==> config.mk <==
export PLATFORM = sky130hd
export DESIGN_NAME = timeline_playhead_transport_flat
export DESIGN_NICKNAME = d
export VERILOG_FILES = /design/src/design/tpt_pkg.sv /design/src/design/tpt_if.sv /design/src/design/tpt_mdu.sv /design/src/design/timeline_playhead_transport.sv /design/src/flat_wrapper.sv
export SDC_FILE = /design/constraint.sdc
export NUM_CORES = 1
export LEC_CHECK = 0
export BUFFER_PORTS_ARGS = -buffer_cell sky130_fd_sc_hd__buf_2
export CORE_MARGIN = 2
export CORE_UTILIZATION = 35
export DETAILED_ROUTE_END_ITERATION = 10
export MAX_ROUTING_LAYER = met4
export SYNTH_ARGS = -nofsm -noshare
export SYNTH_HDL_FRONTEND = slang
export SYNTH_HIERARCHICAL = 1
export SYNTH_SLANG_ARGS = --single-unit
==> constraint.sdc <==
create_clock -name clock -period 10.35 [get_ports clock]
set_input_delay 1.035 -clock clock [delete_from_list [all_inputs] [get_ports clock]]
set_output_delay 1.035 -clock clock [all_outputs]
set_load 0.02 [all_outputs]
==> src/design/tpt_pkg.sv <==
// Shared constants, codes and types of the timeline playhead transport.
`timescale 1ns / 1ps
`default_nettype none
package tpt_pkg;

   // field widths
   localparam int TIME_W         = 32;
   localparam int DELTA_W        = 20;
   localparam int RATE_W         = 16;
   localparam int RATE_FRAC_BITS = 8;
   localparam int REQ_W          = 3;
   localparam int STATE_W        = 2;
   localparam int CSR_IDX_W      = 3;
   localparam int CSR_DATA_W     = 32;

   // derived datapath widths
   localparam int PROD_W = DELTA_W + RATE_W;
   localparam int STEP_W = PROD_W - RATE_FRAC_BITS;
   localparam int NT_W   = TIME_W + 1;
   localparam int ADD_W  = NT_W + 1;
   localparam int CNT_W  = $clog2(NT_W + 1);

   // request codes
   localparam logic [REQ_W-1:0] REQ_TICK  = 3'd0;
   localparam logic [REQ_W-1:0] REQ_PLAY  = 3'd1;
   localparam logic [REQ_W-1:0] REQ_PAUSE = 3'd2;
   localparam logic [REQ_W-1:0] REQ_STOP  = 3'd3;
   localparam logic [REQ_W-1:0] REQ_SEEK  = 3'd4;

   // transport states
   localparam logic [STATE_W-1:0] PS_STOPPED = 2'd0;
   localparam logic [STATE_W-1:0] PS_PLAYING = 2'd1;
   localparam logic [STATE_W-1:0] PS_PAUSED  = 2'd2;

   // register indexes
   localparam logic [CSR_IDX_W-1:0] CSR_PLAY_RATE    = 3'd0;
   localparam logic [CSR_IDX_W-1:0] CSR_DURATION     = 3'd1;
   localparam logic [CSR_IDX_W-1:0] CSR_ASSET_PRES   = 3'd2;
   localparam logic [CSR_IDX_W-1:0] CSR_ASSET_LOOPS  = 3'd3;
   localparam logic [CSR_IDX_W-1:0] CSR_USE_LOOP_OVR = 3'd4;
   localparam logic [CSR_IDX_W-1:0] CSR_LOOP_OVR     = 3'd5;

   localparam logic [RATE_W-1:0] RATE_RESET = 16'd256;

   // arithmetic unit operations
   localparam logic MDU_MUL = 1'b0;
   localparam logic MDU_MOD = 1'b1;

   typedef struct packed {
      logic start;
      logic op;
   } mdu_cmd_type;

   typedef struct packed {
      logic               done;
      logic [PROD_W-1:0]  product;
      logic [TIME_W-1:0]  remainder;
   } mdu_sts_type;

endpackage
`default_nettype wire

==> src/design/tpt_if.sv <==
// Request and response channel interfaces of the playhead transport.
`timescale 1ns / 1ps
`default_nettype none
interface tpt_req_if;
   logic                              valid;
   logic                              ready;
   logic [tpt_pkg::REQ_W-1:0]         req_type;
   logic [tpt_pkg::DELTA_W-1:0]       tick_delta;
   logic signed [tpt_pkg::TIME_W-1:0] seek_time;

   modport source (output valid, req_type, tick_delta, seek_time, input ready);
   modport sink (input valid, req_type, tick_delta, seek_time, output ready);
endinterface

interface tpt_rsp_if;
   logic                          valid;
   logic                          ready;
   logic [tpt_pkg::STATE_W-1:0]   play_state;
   logic [tpt_pkg::TIME_W-1:0]    playhead;
   logic                          finished;
   logic                          window_valid;
   logic [tpt_pkg::TIME_W-1:0]    window_from;
   logic [tpt_pkg::TIME_W-1:0]    window_to;
   logic                          window_forward;
   logic                          window_wrapped;
   logic                          window_include_from;

   modport source (output valid, play_state, playhead, finished, window_valid,
                   window_from, window_to, window_forward, window_wrapped,
                   window_include_from, input ready);
   modport sink (input valid, play_state, playhead, finished, window_valid,
                 window_from, window_to, window_forward, window_wrapped,
                 window_include_from, output ready);
endinterface
`default_nettype wire

==> src/design/tpt_mdu.sv <==
// Iterative shift-add multiplier and restoring modulo unit on one shared adder.
`timescale 1ns / 1ps
`default_nettype none
module tpt_mdu (
   input  wire logic                          clock,
   input  wire logic                          reset,
   input  wire tpt_pkg::mdu_cmd_type          cmd,
   input  wire logic [tpt_pkg::DELTA_W-1:0]   mul_a,
   input  wire logic [tpt_pkg::RATE_W-1:0]    mul_b,
   input  wire logic [tpt_pkg::NT_W-1:0]      dividend,
   input  wire logic [tpt_pkg::TIME_W-1:0]    divisor,
   output tpt_pkg::mdu_sts_type               sts
);

   logic                          busy_ff, busy_in;
   logic                          done_ff, done_in;
   logic                          op_ff, op_in;
   logic [tpt_pkg::CNT_W-1:0]     cnt_ff, cnt_in;
   logic [tpt_pkg::NT_W-1:0]      acc_ff, acc_in;
   logic [tpt_pkg::NT_W-1:0]      sh_ff, sh_in;
   logic [tpt_pkg::TIME_W-1:0]    opnd_ff, opnd_in;

   logic [tpt_pkg::NT_W-1:0]      shifted;
   logic [tpt_pkg::ADD_W-1:0]     op_a, op_b;
   logic                          cin;
   logic [tpt_pkg::ADD_W:0]       sum;
   logic                          no_borrow;

   // remainder step: bring in next dividend bit, then trial subtract
   assign shifted = {acc_ff[tpt_pkg::TIME_W-1:0], sh_ff[tpt_pkg::NT_W-1]};

   always_comb begin
      if (op_ff == tpt_pkg::MDU_MUL) begin
         op_a = tpt_pkg::ADD_W'(acc_ff);
         op_b = sh_ff[0] ? tpt_pkg::ADD_W'(opnd_ff) : '0;
         cin  = 1'b0;
      end else begin
         op_a = tpt_pkg::ADD_W'(shifted);
         op_b = ~tpt_pkg::ADD_W'(opnd_ff);
         cin  = 1'b1;
      end
   end

   assign sum       = {1'b0, op_a} + {1'b0, op_b} + (tpt_pkg::ADD_W + 1)'(cin);
   assign no_borrow = sum[tpt_pkg::ADD_W];

   always_comb begin
      busy_in = busy_ff;
      done_in = 1'b0;
      op_in   = op_ff;
      cnt_in  = cnt_ff;
      acc_in  = acc_ff;
      sh_in   = sh_ff;
      opnd_in = opnd_ff;
      if (cmd.start) begin
         busy_in = 1'b1;
         op_in   = cmd.op;
         acc_in  = '0;
         if (cmd.op == tpt_pkg::MDU_MUL) begin
            cnt_in  = tpt_pkg::CNT_W'(tpt_pkg::RATE_W);
            opnd_in = tpt_pkg::TIME_W'(mul_a);
            sh_in   = tpt_pkg::NT_W'(mul_b);
         end else begin
            cnt_in  = tpt_pkg::CNT_W'(tpt_pkg::NT_W);
            opnd_in = divisor;
            sh_in   = dividend;
         end
      end else if (busy_ff) begin
         cnt_in = cnt_ff - 1'b1;
         if (cnt_ff == tpt_pkg::CNT_W'(1)) begin
            busy_in = 1'b0;
            done_in = 1'b1;
         end
         if (op_ff == tpt_pkg::MDU_MUL) begin
            acc_in = sum[tpt_pkg::ADD_W-1:1];
            sh_in  = tpt_pkg::NT_W'({sum[0], sh_ff[tpt_pkg::RATE_W-1:1]});
         end else begin
            acc_in = no_borrow ? tpt_pkg::NT_W'(sum[tpt_pkg::TIME_W-1:0])
                               : tpt_pkg::NT_W'(shifted[tpt_pkg::TIME_W-1:0]);
            sh_in  = {sh_ff[tpt_pkg::NT_W-2:0], 1'b0};
         end
      end
   end

   always_ff @(posedge clock) begin
      if (reset) begin
         busy_ff <= 1'b0;
         done_ff <= 1'b0;
         cnt_ff  <= '0;
      end else begin
         busy_ff <= busy_in;
         done_ff <= done_in;
         cnt_ff  <= cnt_in;
      end
      op_ff   <= op_in;
      acc_ff  <= acc_in;
      sh_ff   <= sh_in;
      opnd_ff <= opnd_in;
   end

   assign sts.done      = done_ff;
   assign sts.product   = {acc_ff[tpt_pkg::DELTA_W-1:0], sh_ff[tpt_pkg::RATE_W-1:0]};
   assign sts.remainder = acc_ff[tpt_pkg::TIME_W-1:0];

endmodule
`default_nettype wire

==> src/design/timeline_playhead_transport.sv <==
// A word that does not move the playhead goes from accept through the execute state to the
// response register; a moving tick also runs a 16-step shift-add multiply of delta by rate,
// and a wrapping tick then adds a 33-step restoring modulo by the duration.
// Input is ready again as the response loads: a word is taken only once the last one's response
// has loaded, and a held response stalls the next word in the output stage.
// Synchronous active-high reset: stopped, playhead 0, include-start set, rate 1.0.
`timescale 1ns / 1ps
`default_nettype none
module timeline_playhead_transport (
   input  wire logic                              clock,
   input  wire logic                              reset,
   tpt_req_if.sink                                req_if,
   tpt_rsp_if.source                              rsp_if,
   input  wire logic                              csr_wr_en,
   input  wire logic [tpt_pkg::CSR_IDX_W-1:0]     csr_index,
   input  wire logic [tpt_pkg::CSR_DATA_W-1:0]    csr_wdata
);

   localparam logic [2:0] S_IDLE = 3'd0;
   localparam logic [2:0] S_EXEC = 3'd1;
   localparam logic [2:0] S_MUL  = 3'd2;
   localparam logic [2:0] S_STEP = 3'd3;
   localparam logic [2:0] S_MOD  = 3'd4;
   localparam logic [2:0] S_OUT  = 3'd5;

   // configuration
   logic [tpt_pkg::RATE_W-1:0]  rate_ff;
   logic [tpt_pkg::TIME_W-1:0]  seq_dur_ff;
   logic                        present_ff, loops_ff, use_ovr_ff, ovr_ff;

   always_ff @(posedge clock) begin
      if (reset) begin
         rate_ff    <= tpt_pkg::RATE_RESET;
         seq_dur_ff <= '0;
         present_ff <= 1'b0;
         loops_ff   <= 1'b0;
         use_ovr_ff <= 1'b0;
         ovr_ff     <= 1'b0;
      end else if (csr_wr_en) begin
         case (csr_index)
            tpt_pkg::CSR_PLAY_RATE:    rate_ff    <= csr_wdata[tpt_pkg::RATE_W-1:0];
            tpt_pkg::CSR_DURATION:     seq_dur_ff <= csr_wdata[tpt_pkg::TIME_W-1:0];
            tpt_pkg::CSR_ASSET_PRES:   present_ff <= csr_wdata[0];
            tpt_pkg::CSR_ASSET_LOOPS:  loops_ff   <= csr_wdata[0];
            tpt_pkg::CSR_USE_LOOP_OVR: use_ovr_ff <= csr_wdata[0];
            tpt_pkg::CSR_LOOP_OVR:     ovr_ff     <= csr_wdata[0];
            default: ;
         endcase
      end
   end

   logic [tpt_pkg::TIME_W-1:0]  dur;
   logic                        looping, rate_neg, rate_zero;
   logic [tpt_pkg::RATE_W-1:0]  rate_mag;

   assign dur       = present_ff ? seq_dur_ff : '0;
   assign looping   = use_ovr_ff ? ovr_ff : (present_ff & loops_ff);
   assign rate_neg  = rate_ff[tpt_pkg::RATE_W-1];
   assign rate_zero = (rate_ff == '0);
   assign rate_mag  = rate_neg ? (tpt_pkg::RATE_W'(0) - rate_ff) : rate_ff;

   // control and transport state
   logic [2:0]                     seq_ff, seq_in;
   logic [tpt_pkg::STATE_W-1:0]    ps_ff, ps_in;
   logic [tpt_pkg::TIME_W-1:0]     ph_ff, ph_in;
   logic                           incl_ff, incl_in;

   // latched word and per-word flags
   logic [tpt_pkg::REQ_W-1:0]      rtype_ff, rtype_in;
   logic [tpt_pkg::DELTA_W-1:0]    delta_ff, delta_in;
   logic [tpt_pkg::TIME_W-1:0]     seek_ff, seek_in;
   logic [tpt_pkg::TIME_W-1:0]     from_ff, from_in;
   logic                           fin_ff, fin_in;
   logic                           wvalid_ff, wvalid_in;
   logic                           wrap_ff, wrap_in;
   logic                           wincl_ff, wincl_in;

   // response register
   logic                           rv_ff, rv_in;
   logic [tpt_pkg::STATE_W-1:0]    o_state_ff, o_state_in;
   logic [tpt_pkg::TIME_W-1:0]     o_ph_ff, o_ph_in;
   logic                           o_fin_ff, o_fin_in;
   logic                           o_wv_ff, o_wv_in;
   logic [tpt_pkg::TIME_W-1:0]     o_from_ff, o_from_in;
   logic [tpt_pkg::TIME_W-1:0]     o_to_ff, o_to_in;
   logic                           o_fwd_ff, o_fwd_in;
   logic                           o_wrap_ff, o_wrap_in;
   logic                           o_incl_ff, o_incl_in;

   tpt_pkg::mdu_cmd_type           mdu_cmd;
   tpt_pkg::mdu_sts_type           mdu_sts;
   logic [tpt_pkg::NT_W-1:0]       mdu_dividend;

   logic [tpt_pkg::STEP_W-1:0]     step;
   logic [tpt_pkg::NT_W-1:0]       fwd_nt, under, dur_ext;
   logic                           step_ge_prev;
   logic                           moving;

   assign step         = mdu_sts.product[tpt_pkg::PROD_W-1:tpt_pkg::RATE_FRAC_BITS];
   assign dur_ext      = tpt_pkg::NT_W'(dur);
   assign fwd_nt       = tpt_pkg::NT_W'(from_ff) + tpt_pkg::NT_W'(step);
   assign under        = tpt_pkg::NT_W'(step) - tpt_pkg::NT_W'(from_ff);
   assign step_ge_prev = (tpt_pkg::NT_W'(step) >= tpt_pkg::NT_W'(from_ff));
   assign moving       = (ps_ff == tpt_pkg::PS_PLAYING) && present_ff && (dur != '0);

   always_comb begin
      seq_in       = seq_ff;
      ps_in        = ps_ff;
      ph_in        = ph_ff;
      incl_in      = incl_ff;
      rtype_in     = rtype_ff;
      delta_in     = delta_ff;
      seek_in      = seek_ff;
      from_in      = from_ff;
      fin_in       = fin_ff;
      wvalid_in    = wvalid_ff;
      wrap_in      = wrap_ff;
      wincl_in     = wincl_ff;
      mdu_cmd      = '0;
      mdu_dividend = fwd_nt;
      rv_in        = rv_ff & ~rsp_if.ready;
      o_state_in   = o_state_ff;
      o_ph_in      = o_ph_ff;
      o_fin_in     = o_fin_ff;
      o_wv_in      = o_wv_ff;
      o_from_in    = o_from_ff;
      o_to_in      = o_to_ff;
      o_fwd_in     = o_fwd_ff;
      o_wrap_in    = o_wrap_ff;
      o_incl_in    = o_incl_ff;

      case (seq_ff)
         S_IDLE: begin
            if (req_if.valid) begin
               rtype_in = req_if.req_type;
               delta_in = req_if.tick_delta;
               seek_in  = req_if.seek_time;
               seq_in   = S_EXEC;
            end
         end
         S_EXEC: begin
            fin_in    = 1'b0;
            wvalid_in = 1'b0;
            wrap_in   = 1'b0;
            wincl_in  = 1'b0;
            from_in   = ph_ff;
            seq_in    = S_OUT;
            case (rtype_ff)
               tpt_pkg::REQ_TICK: begin
                  if (moving) begin
                     mdu_cmd.start = 1'b1;
                     mdu_cmd.op    = tpt_pkg::MDU_MUL;
                     seq_in        = S_MUL;
                  end
               end
               tpt_pkg::REQ_PLAY: begin
                  if (present_ff) begin
                     if (ps_ff == tpt_pkg::PS_STOPPED) begin
                        // rewind a playhead left at the end it runs toward
                        if (!rate_neg && ph_ff >= dur)
                           ph_in = '0;
                        else if (rate_neg && ph_ff == '0)
                           ph_in = dur;
                     end
                     incl_in = 1'b1;
                     ps_in   = tpt_pkg::PS_PLAYING;
                  end
               end
               tpt_pkg::REQ_PAUSE: begin
                  if (ps_ff == tpt_pkg::PS_PLAYING)
                     ps_in = tpt_pkg::PS_PAUSED;
               end
               tpt_pkg::REQ_STOP: begin
                  ps_in   = tpt_pkg::PS_STOPPED;
                  ph_in   = '0;
                  incl_in = 1'b1;
               end
               tpt_pkg::REQ_SEEK: begin
                  if (seek_ff[tpt_pkg::TIME_W-1])
                     ph_in = '0;
                  else if (seek_ff > dur)
                     ph_in = dur;
                  else
                     ph_in = seek_ff;
                  incl_in = 1'b1;
               end
               default: ;
            endcase
         end
         S_MUL: begin
            if (mdu_sts.done)
               seq_in = S_STEP;
         end
         S_STEP: begin
            seq_in = S_OUT;
            if (!rate_zero) begin
               wvalid_in = 1'b1;
               wincl_in  = incl_ff;
               incl_in   = 1'b0;
            end
            if (!rate_neg) begin
               if (fwd_nt >= dur_ext) begin
                  if (looping) begin
                     mdu_cmd.start = 1'b1;
                     mdu_cmd.op    = tpt_pkg::MDU_MOD;
                     mdu_dividend  = fwd_nt;
                     wrap_in       = 1'b1;
                     seq_in        = S_MOD;
                  end else begin
                     ph_in  = dur;
                     ps_in  = tpt_pkg::PS_STOPPED;
                     fin_in = 1'b1;
                  end
               end else begin
                  ph_in = fwd_nt[tpt_pkg::TIME_W-1:0];
               end
            end else if (step_ge_prev) begin
               if (looping) begin
                  if (under != '0) begin
                     mdu_cmd.start = 1'b1;
                     mdu_cmd.op    = tpt_pkg::MDU_MOD;
                     mdu_dividend  = under;
                     wrap_in       = 1'b1;
                     seq_in        = S_MOD;
                  end else begin
                     ph_in = '0;
                  end
               end else begin
                  ph_in  = '0;
                  ps_in  = tpt_pkg::PS_STOPPED;
                  fin_in = 1'b1;
               end
            end else begin
               ph_in = from_ff - tpt_pkg::TIME_W'(step);
            end
         end
         S_MOD: begin
            if (mdu_sts.done) begin
               // backward wrap lands at duration minus the overshoot
               if (!rate_neg || mdu_sts.remainder == '0)
                  ph_in = mdu_sts.remainder;
               else
                  ph_in = dur - mdu_sts.remainder;
               seq_in = S_OUT;
            end
         end
         S_OUT: begin
            if (!rv_ff || rsp_if.ready) begin
               rv_in      = 1'b1;
               o_state_in = ps_ff;
               o_ph_in    = ph_ff;
               o_fin_in   = fin_ff;
               o_wv_in    = wvalid_ff;
               o_from_in  = wvalid_ff ? from_ff : '0;
               o_to_in    = wvalid_ff ? ph_ff : '0;
               o_fwd_in   = wvalid_ff & ~rate_neg;
               o_wrap_in  = wvalid_ff & wrap_ff;
               o_incl_in  = wvalid_ff & wincl_ff;
               seq_in     = S_IDLE;
            end
         end
         default: seq_in = S_IDLE;
      endcase
   end

   always_ff @(posedge clock) begin
      if (reset) begin
         seq_ff  <= S_IDLE;
         ps_ff   <= tpt_pkg::PS_STOPPED;
         ph_ff   <= '0;
         incl_ff <= 1'b1;
         rv_ff   <= 1'b0;
      end else begin
         seq_ff  <= seq_in;
         ps_ff   <= ps_in;
         ph_ff   <= ph_in;
         incl_ff <= incl_in;
         rv_ff   <= rv_in;
      end
      rtype_ff   <= rtype_in;
      delta_ff   <= delta_in;
      seek_ff    <= seek_in;
      from_ff    <= from_in;
      fin_ff     <= fin_in;
      wvalid_ff  <= wvalid_in;
      wrap_ff    <= wrap_in;
      wincl_ff   <= wincl_in;
      o_state_ff <= o_state_in;
      o_ph_ff    <= o_ph_in;
      o_fin_ff   <= o_fin_in;
      o_wv_ff    <= o_wv_in;
      o_from_ff  <= o_from_in;
      o_to_ff    <= o_to_in;
      o_fwd_ff   <= o_fwd_in;
      o_wrap_ff  <= o_wrap_in;
      o_incl_ff  <= o_incl_in;
   end

   tpt_mdu u_mdu (
      .clock    (clock),
      .reset    (reset),
      .cmd      (mdu_cmd),
      .mul_a    (delta_ff),
      .mul_b    (rate_mag),
      .dividend (mdu_dividend),
      .divisor  (dur),
      .sts      (mdu_sts)
   );

   assign req_if.ready               = (seq_ff == S_IDLE);
   assign rsp_if.valid               = rv_ff;
   assign rsp_if.play_state          = o_state_ff;
   assign rsp_if.playhead            = o_ph_ff;
   assign rsp_if.finished            = o_fin_ff;
   assign rsp_if.window_valid        = o_wv_ff;
   assign rsp_if.window_from         = o_from_ff;
   assign rsp_if.window_to           = o_to_ff;
   assign rsp_if.window_forward      = o_fwd_ff;
   assign rsp_if.window_wrapped      = o_wrap_ff;
   assign rsp_if.window_include_from = o_incl_ff;

endmodule
`default_nettype wire
==> src/flat_wrapper.sv <==
// flat-port wrapper written by rule: the top's interface ports become plain ports
module timeline_playhead_transport_flat 
  (clock, reset, csr_wr_en, csr_index, csr_wdata, req_if_valid, req_if_req_type, req_if_tick_delta, req_if_seek_time, req_if_ready, rsp_if_valid, rsp_if_play_state, rsp_if_playhead, rsp_if_finished, rsp_if_window_valid, rsp_if_window_from, rsp_if_window_to, rsp_if_window_forward, rsp_if_window_wrapped, rsp_if_window_include_from, rsp_if_ready);
  tpt_req_if req_if_i ();
  tpt_rsp_if rsp_if_i ();
  input  wire logic clock;
  input  wire logic reset;
  input  wire logic csr_wr_en;
  input  wire logic [tpt_pkg::CSR_IDX_W-1:0] csr_index;
  input  wire logic [tpt_pkg::CSR_DATA_W-1:0] csr_wdata;
  input wire logic [$bits(req_if_i.valid)-1:0] req_if_valid;
  input wire logic [$bits(req_if_i.req_type)-1:0] req_if_req_type;
  input wire logic [$bits(req_if_i.tick_delta)-1:0] req_if_tick_delta;
  input wire logic [$bits(req_if_i.seek_time)-1:0] req_if_seek_time;
  output wire logic [$bits(req_if_i.ready)-1:0] req_if_ready;
  output wire logic [$bits(rsp_if_i.valid)-1:0] rsp_if_valid;
  output wire logic [$bits(rsp_if_i.play_state)-1:0] rsp_if_play_state;
  output wire logic [$bits(rsp_if_i.playhead)-1:0] rsp_if_playhead;
  output wire logic [$bits(rsp_if_i.finished)-1:0] rsp_if_finished;
  output wire logic [$bits(rsp_if_i.window_valid)-1:0] rsp_if_window_valid;
  output wire logic [$bits(rsp_if_i.window_from)-1:0] rsp_if_window_from;
  output wire logic [$bits(rsp_if_i.window_to)-1:0] rsp_if_window_to;
  output wire logic [$bits(rsp_if_i.window_forward)-1:0] rsp_if_window_forward;
  output wire logic [$bits(rsp_if_i.window_wrapped)-1:0] rsp_if_window_wrapped;
  output wire logic [$bits(rsp_if_i.window_include_from)-1:0] rsp_if_window_include_from;
  input wire logic [$bits(rsp_if_i.ready)-1:0] rsp_if_ready;
  assign req_if_i.valid = req_if_valid;
  assign req_if_i.req_type = req_if_req_type;
  assign req_if_i.tick_delta = req_if_tick_delta;
  assign req_if_i.seek_time = req_if_seek_time;
  assign req_if_ready = req_if_i.ready;
  assign rsp_if_valid = rsp_if_i.valid;
  assign rsp_if_play_state = rsp_if_i.play_state;
  assign rsp_if_playhead = rsp_if_i.playhead;
  assign rsp_if_finished = rsp_if_i.finished;
  assign rsp_if_window_valid = rsp_if_i.window_valid;
  assign rsp_if_window_from = rsp_if_i.window_from;
  assign rsp_if_window_to = rsp_if_i.window_to;
  assign rsp_if_window_forward = rsp_if_i.window_forward;
  assign rsp_if_window_wrapped = rsp_if_i.window_wrapped;
  assign rsp_if_window_include_from = rsp_if_i.window_include_from;
  assign rsp_if_i.ready = rsp_if_ready;
  timeline_playhead_transport u_core (.clock(clock), .reset(reset), .req_if(req_if_i), .rsp_if(rsp_if_i), .csr_wr_en(csr_wr_en), .csr_index(csr_index), .csr_wdata(csr_wdata));
endmodule
# Word level (Yosys, flattened, before mapping)
# Index checks and enable logic that the tools add are counted.
[word_totals]
output_inout_bits = 105
register_bits = 392
elab_cells = 222
inputBits = 95
[classes]
add_sub_neg = 8
n_reduce_logical = 37
n_mux = 94
n_eq_ne = 34
n_lt_le_gt_ge = 4
bitwise = 9
[op_table]
columns = ["cell", "count"]
rows = [
  ["$mux 32", 17],
  ["$mux 33", 11],
  ["$pmux 32 s3", 2],
  ["$logic_not 32->1", 2],
  ["$add 34x34->35", 1],
  ["$add 35x1->35", 1],
  ["$mux 34", 1],
  ["$not 32->34", 1],
  ["$add 32x28->33", 1],
  ["$ge 33x32->1", 1],
  ["$reduce_bool 33->1", 1],
  ["$sub 28x32->33", 1],
  ["$ge 28x32->1", 1],
  ["$ge 32x32->1", 1],
  ["$gt 32x32->1", 1],
  ["$reduce_bool 32->1", 1],
  ["$sub 32x28->32", 1],
  ["$sub 32x32->32", 1],
  ["$mux 3", 10],
  ["$mux 2", 14],
  ["$mux 1", 24],
  ["$mux 20", 1],
  ["$eq 3x2->1 const B", 6],
  ["$mux 6", 3],
  ["38 further kinds", 82],
]

# Depth between registers and ports, before layout
# Gate-level depths: netlist (run 1).
[depth]
depth_word = 9
depth_mapped = 29
mapped_depth_nobuf = 25

# Modules after synthesis
# The synthesis (run 1) kept the hierarchy.
[by_module_without_submodules]
columns = ["mod", "seq_area_each_um2", "cells_per_inst", "n_inst", "area_each_um2"]
rows = [
  ["timeline_playhead_transport", 7647.3, 2510, 1, 21912.3],
  ["tpt_mdu", 2802.7, 808, 1, 7736.2],
]

# Worst setup path after synthesis (run 1)
# OpenSTA, ideal clock, no wires.
[synth_path]
path_type = "register to register"
start = "register u_core/u_mdu/sh_ff[12] (netlist bit)"
end = "register u_core/u_mdu/sh_ff[0] (netlist bit), enable pin"
arrival_ns = 7.201
stages_incl_launch_ff = 27
setup_time_ns = 0.388
slack_ns = 2.762
n_path_buf = 5
t_required_ns = 9.962
period_less_slack_ns = 7.588
cell_sequence = "edfxtp_1 buf_4 ha_1 buf_2 inv_1 a2111oi_1 a211oi_1 o31ai_1 nand2_1 a21oi_1 o21bai_1 xnor2_1 ha_1 and4_1 nand4_1 or4_1 o21a_1 a211oi_1 nor2_1 o21ai_2 nand3_1 o211ai_1 clkbuf_1 nor2_1 clkbuf_1 buf_1 inv_1"
[synth_lines]
columns = ["element", "line", "source"]
rows = [
  ["start: declaration", "tpt_mdu.sv:20", "logic [tpt_pkg::NT_W-1:0] sh_ff, sh_in;"],
  ["start signal: assignment", "tpt_mdu.sv:97", "sh_ff <= sh_in;"],
]

==> results.yml, run 1 <==
outcome:
  status: "completed"
sta:
  rsz0062_at_grt: "false"
  slew_violations: 0
  fmax_mhz: 121
  setup_viol: 0
  worst_pin_slew_ns: 1.22
  hold_ws_ns: 0.456
  finalCritPeriodShare: 0.797
  hold_viol: 0
  setup_slack_ns: 2.10
  min_period_ns: 8.25
  final.setup.tns_ns: 0
  clock_skew_ns: 0.0356
  slew_headroom: 0.178
setup_path:
  worstPathMaxFanout: 28
  cp.required_ns: 10.77
  cp-start-kind: "flip-flop"
  slowest_stage: "nand2_1"
  cpPeakStageDelay_ns: 0.92
  path_cells: "ha_1 > inv_1 > a2111oi_1 > a211oi_1 > o31ai_1 > nand2_1 > a21oi_1 > o21bai_1 > xnor2_1 > ha_1 > and4_1 > nand4_1 > or4_1 > o21a_1 > a211oi_1 > nor2_1 > o21ai_2 > nand3_1 > o211ai_1 > clkinv_1 > nand2_1 > o21ai_1"
  cp-end-kind: "flip-flop"
  crit_arrival_ns: 8.67
  crit_type: "reg2reg"
placed_design:
  pre_cts_ws_ns: 2.34
  detailed_place_hpwl_um: 93500
  place_area_um2: 31300
  port-buffer-count: 199
  place_inst: 4478
  gp_congestion: 1.02
routing:
  vias: 27000
  drt_wl_total_um: 123000
  ant_nets: 0
  drc: 0
  wl_per_cell_um: 27.0
  via_per_inst: 5.90
  firstDrtPassIters: 5
  drt_iter0_drc: 3404
logic_synthesis:
  avgSynthCellArea_um2: 8.94
  yosysWarnings: 6
  synth_nets: 3656
  syn-instance-count: 3310
  syn-cell-area_um2: 29600
clocking:
  clkSinkCount: 392
  cts_root_buf: "clkbuf_16"
  clock_latency_ns: 0.61
  cts.repair.resized: 0
  cts_hold_buffers: 0
  postCtsSetupRepairBufs: 0
  clkTransAtPathRegs_ns: 0.06
  numCtsBuffers: 45
  cts_htree_levels: 2
  clk_path_buf_depth: 3
  cts_tree: "done"
global_routing:
  grt_pass1_vias: 24800
  grt_max_degree: 72
  antenna_found_initial: 7
  gr-total-overflow: 0
  grt_pass1_wl_um: 175000
  grt_use_total: 0.285
die:
  rows: 106
  start_util: 0.354
  fp.dieW_um: 295
  die_y_um: 295
  pin_count: 200
  dieArea_um2: 86900
  core_um2: 83700
run:
  drv_cap: 0
power:
  p_leak_nw: 12.9
  power-per-cell-area_nw_per_um2: 155
  peakVddDrop_mv: 0.114
min_path:
  min_path_type: "reg2reg"
cells_and_area:
  final_cell_area_um2: 32900
  drive_gt1_frac: 0.132
  fin_cells: 4572
  fin_nets: 3737
  fillers: 8490
  syn2layout_area_growth_pct: 11.1
[critical path, delay by kind of cell (launching register included)]
family / cells / cell delay [ns]
buf+inv: 2 / 0.69
flops: 1 / 0.46
compound gates: 10 / 3.14
xor+xnor: 1 / 0.41
simple gates: 7 / 2.55
fa+ha+maj: 2 / 0.80
[per-stage QoR]
step                      power [mW]  utilization
after global placement          3.41        0.374
after CTS                       5.07        0.393
after detailed placement        3.40        0.374
final                           5.10        0.393
after floorplan                 2.86            -
after global routing            5.29        0.393
[state kept, by name, indices dropped and copies added (netlist names), 2 cells and up]
signal and flops:
u_core/u_mdu/acc_ff 33, u_core/rtype_ff 3, u_core/ps_ff 2, u_core/delta_ff 20, u_core/rsp_if.window_from 32, u_core/rsp_if.play_state 2
u_core/rate_ff 16, u_core/rsp_if.playhead 32, u_core/u_mdu/opnd_ff 32, u_core/from_ff 32, u_core/ph_ff 32, u_core/u_mdu/cnt_ff 6
u_core/rsp_if.window_to 32, u_core/seq_ff 3, u_core/seq_dur_ff 32, u_core/u_mdu/sh_ff 33, u_core/seek_ff 32
[routing by layer]
layer	routed length, um	vias to the layer above	part of all wire	track usage
met5	0	-	0	-
met4	5690	0	0.046	0.111
met3	11400	262	0.093	0.0532
met1	52200	13100	0.42	0.380
met2	54000	1389	0.44	0.425
li1	-	12300	-	-
[area by class of cell]
| class | instances | area, um^2 | area share |
|---|---|---|---|
| Antenna cell | 10 | 25.0 | 0.000761 |
| Tap cell | 1134 | 1420 | 0.0432 |
| Clock inverter | 19 | 208 | 0.00632 |
| Clock buffer | 65 | 1320 | 0.0401 |
| Inverter | 210 | 788 | 0.0240 |
| Timing Repair Buffer | 257 | 1430 | 0.0435 |
| Sequential cell | 392 | 10500 | 0.318 |
| Multi-Input combinational cell | 2485 | 17200 | 0.524 |
[power by group]
group	internal, mW	leakage, nW	switching [mW]
combinational	0.497	8.73	1.02
clock	0.965	0.739	0.696
sequential	1.78	3.47	0.134
[final timing paths]
check / slack [ns] / depth (start not counted) / start / end
worst max-delay path: 2.10 / 22 / u_core/u_mdu/sh_ff[12] / u_core/u_mdu/acc_ff[3]
worst min-delay path: 0.46 / 2 / u_core/seq_dur_ff[30] / u_core/seq_dur_ff[30]
worst max register to register: 2.10 / 22 / u_core/u_mdu/sh_ff[12] / u_core/u_mdu/acc_ff[3]
worst min register to register: 0.46 / 2 / u_core/seq_dur_ff[30] / u_core/seq_dur_ff[30]
[layout by cell type, fill, tap and decap left out, types with 21 or more instances in the layout]
cell and n:
o21ai_0 175, nor2_1 191, nor4_1 50, a21o_1 45, clkbuf_16 47, buf_4 58, a22o_1 25, xor2_1 31
a211oi_1 47, a31oi_1 21, nor2b_1 31, nand4_1 45, and2_1 96, a21oi_1 296, dfxtp_1 132, buf_2 199
nand3_1 52, a22oi_1 52, edfxtp_1 260, o21ai_1 31, nor3_1 50, nand2b_1 25, xnor2_1 117, inv_1 206
mux2_2 57, mux2i_1 74, nand2_1 337, o211ai_1 30, ha_1 245, or3_1 22
No activity file was read; power rests on OpenSTA's default activity.
==> run 2: changes to the inputs <==
Settings changed: ABC_AREA from default to 1.
Clock period 10.35 ns to 7.4 ns, I/O delays scaled along.
==> run 2 against run 1 <==
  * The run now ends with max-capacitance violations, max-slew violations left
  * Routed wire length grew 7.8%
  * Global-route usage grew 0.73 points
  * Worst hold slack lost 0.19 ns
  * Die area grew 5.7%
  * Synthesized cell count grew 34%
  * Largest cell class unchanged
==> results.yml, run 2 <==
placed_design:
  detailed_place_hpwl_um: 105000
  pre_cts_ws_ns: 0.695
  place_inst: 5630
  gp_congestion: 1.05
  port-buffer-count: 199
sta:
  slew_headroom: -0.000438
  setup_slack_ns: 0.516
  finalCritPeriodShare: 0.930
  setup_viol: 0
  worst_pin_slew_ns: 1.50
  clock_skew_ns: 0.0431
  slew_violations: 1
  final.setup.tns_ns: 0
  min_period_ns: 6.88
  fmax_mhz: 145
  hold_viol: 0
  rsz0062_at_grt: "false"
logic_synthesis:
  yosysWarnings: 6
  synth_nets: 4765
  syn-instance-count: 4419
  syn-cell-area_um2: 31300
  avgSynthCellArea_um2: 7.08
setup_path:
  cp-start-kind: "flip-flop"
  crit_type: "reg2reg"
  cp-end-kind: "flip-flop"
  r2r-end: "u_core/u_mdu/sh_ff[3]"
  ff2ff_path_depth: 33
  worstPathMaxFanout: 33
  slowest_stage: "nor2_2"
  cpMostUsedCell: "nand2_1"
  reg2reg_from: "u_core/from_ff[2]"
  cp.required_ns: 7.78
  crit_arrival_ns: 7.27
  r2r_slack_ns: 0.52
  cpPeakStageDelay_ns: 0.92
min_path:
  worstHoldEndpoint: "u_core/rtype_ff[2]"
  whs_path_depth: 1
  min_from: "req_if_req_type[2]"
  min_path_type: "in2reg"
cells_and_area:
  syn2layout_area_growth_pct: 10.8
  fin_nets: 4861
  drive_gt1_frac: 0.0946
  final_util: 0.392
  final_cell_mix: "nand2_1 (1,083), inv_1 (638), nor2_1 (432), o21ai_0 (311), a21oi_1 (285)"
  layout_commonest_cell: "nand2_1"
  fin_cells: 5722
  reg_top3: "u_core/u_mdu/acc_ff: 33 flops, u_core/u_mdu/sh_ff: 33 flops"
global_routing:
  grt_use_met2: 0.444
  antenna_found_initial: 2
  grt_max_degree: 77
  grt_pass1_vias: 28400
  met3_usage: 0.0471
  gr-total-overflow: 0
  use_met1: 0.393
  top_usage_layer: "met2"
  grt_use_total: 0.292
  grt_pass1_wl_um: 191000
die:
  fp.dieW_um: 303
  start_util: 0.354
  dieArea_um2: 91800
  die_y_um: 303
  pin_count: 200
  rows: 109
  core_um2: 88500
power:
  pwr-share-seq: 0.280
  power_frac_clock: 0.218
  peakVddDrop_mv: 0.209
  power.switching_mw: 5.59
  p_sw_frac: 0.495
  internal-power_mw: 5.70
  power_mw: 11.3
  comb_power_share: 0.502
  power-per-cell-area_nw_per_um2: 326
  p_leak_nw: 16.7
routing:
  drt_iter0_drc: 3489
  firstDrtPassIters: 6
  ant_nets: 0
  via_per_inst: 5.41
  vias: 30900
  drc: 0
  wl_per_cell_um: 23.2
  drt_wl_total_um: 133000
outcome:
  violations: "max-capacitance violations, max-slew violations"
  status: "finished with violations"
clocking:
  cts_htree_levels: 2
  numCtsBuffers: 48
  cts.repair.resized: 0
  clk_path_buf_depth: 3
  cts_tree: "done"
  cts_hold_buffers: 0
  clkTransAtPathRegs_ns: 0.07
  postCtsSetupRepairBufs: 0
  cts_root_buf: "clkbuf_16"
  clkSinkCount: 392
  clock_latency_ns: 0.66
run:
  drv_cap: 1
## run 2: worst max path at each step
stage,to,depth (start not counted),startpoint,slack (ns)
6_report,u_core/u_mdu/sh_ff[3],33,u_core/from_ff[2],0.52
5_1_grt,u_core/u_mdu/sh_ff[4],33,u_core/from_ff[2],0.04
4_1_cts,u_core/u_mdu/sh_ff[6],33,u_core/from_ff[2],0.65
3_5_place_dp,u_core/u_mdu/sh_ff[7],33,u_core/from_ff[2],0.69
3_3_place_gp,u_core/u_mdu/sh_ff[9],32,u_core/from_ff[6],0.83
2_1_floorplan,u_core/u_mdu/acc_ff[30],31,u_core/u_mdu/sh_ff[14],0.69
## run 2: through the flow
step,hold WS (ns),area [um^2]
floorplan,0.425,31300
global placement,0.444,33100
detailed placement,0.444,33100
CTS,0.227,34700
global route,0.233,34700
finish,0.266,34700
## run 2: cell type report
type | count | area, um^2
Sequential cell | 392 | 10500
Clock buffer | 60 | 1310
Inverter | 671 | 2520
Multi-Input combinational cell | 3145 | 17200
Clock inverter | 30 | 322
Timing Repair Buffer | 257 | 1440
Fill cell | 9360 | 53800
Antenna cell | 2 | 5.00
Tap cell | 1165 | 1460
## run 2: power by group through the flow
stage	registers [mW]	logic, mW	clock network [mW]
after floorplan	3.04	3.62	0
after global placement	3.19	5.50	0
after detailed placement	3.20	5.47	0
after CTS	3.15	5.51	2.53
after global routing	3.18	6.16	2.60
final	3.17	5.67	2.47
## run 2: worst max-delay path, delay by kind of cell, from the launching register on
family / cells / cell delay, ns
adders and majority gates: 2 / 0.74
xor gates and xnor gates: 1 / 0.26
buffers and inverters: 6 / 1.41
DFF: 1 / 0.40
and+or+nand+nor: 20 / 2.66
AOI/OAI and AO/OA: 4 / 1.07
## run 2: routing by layer
layer	part of all wire	routed length [um]
met5	0	0
met2	0.44	58500
met3	0.086	11400
met1	0.43	57700
met4	0.039	5170
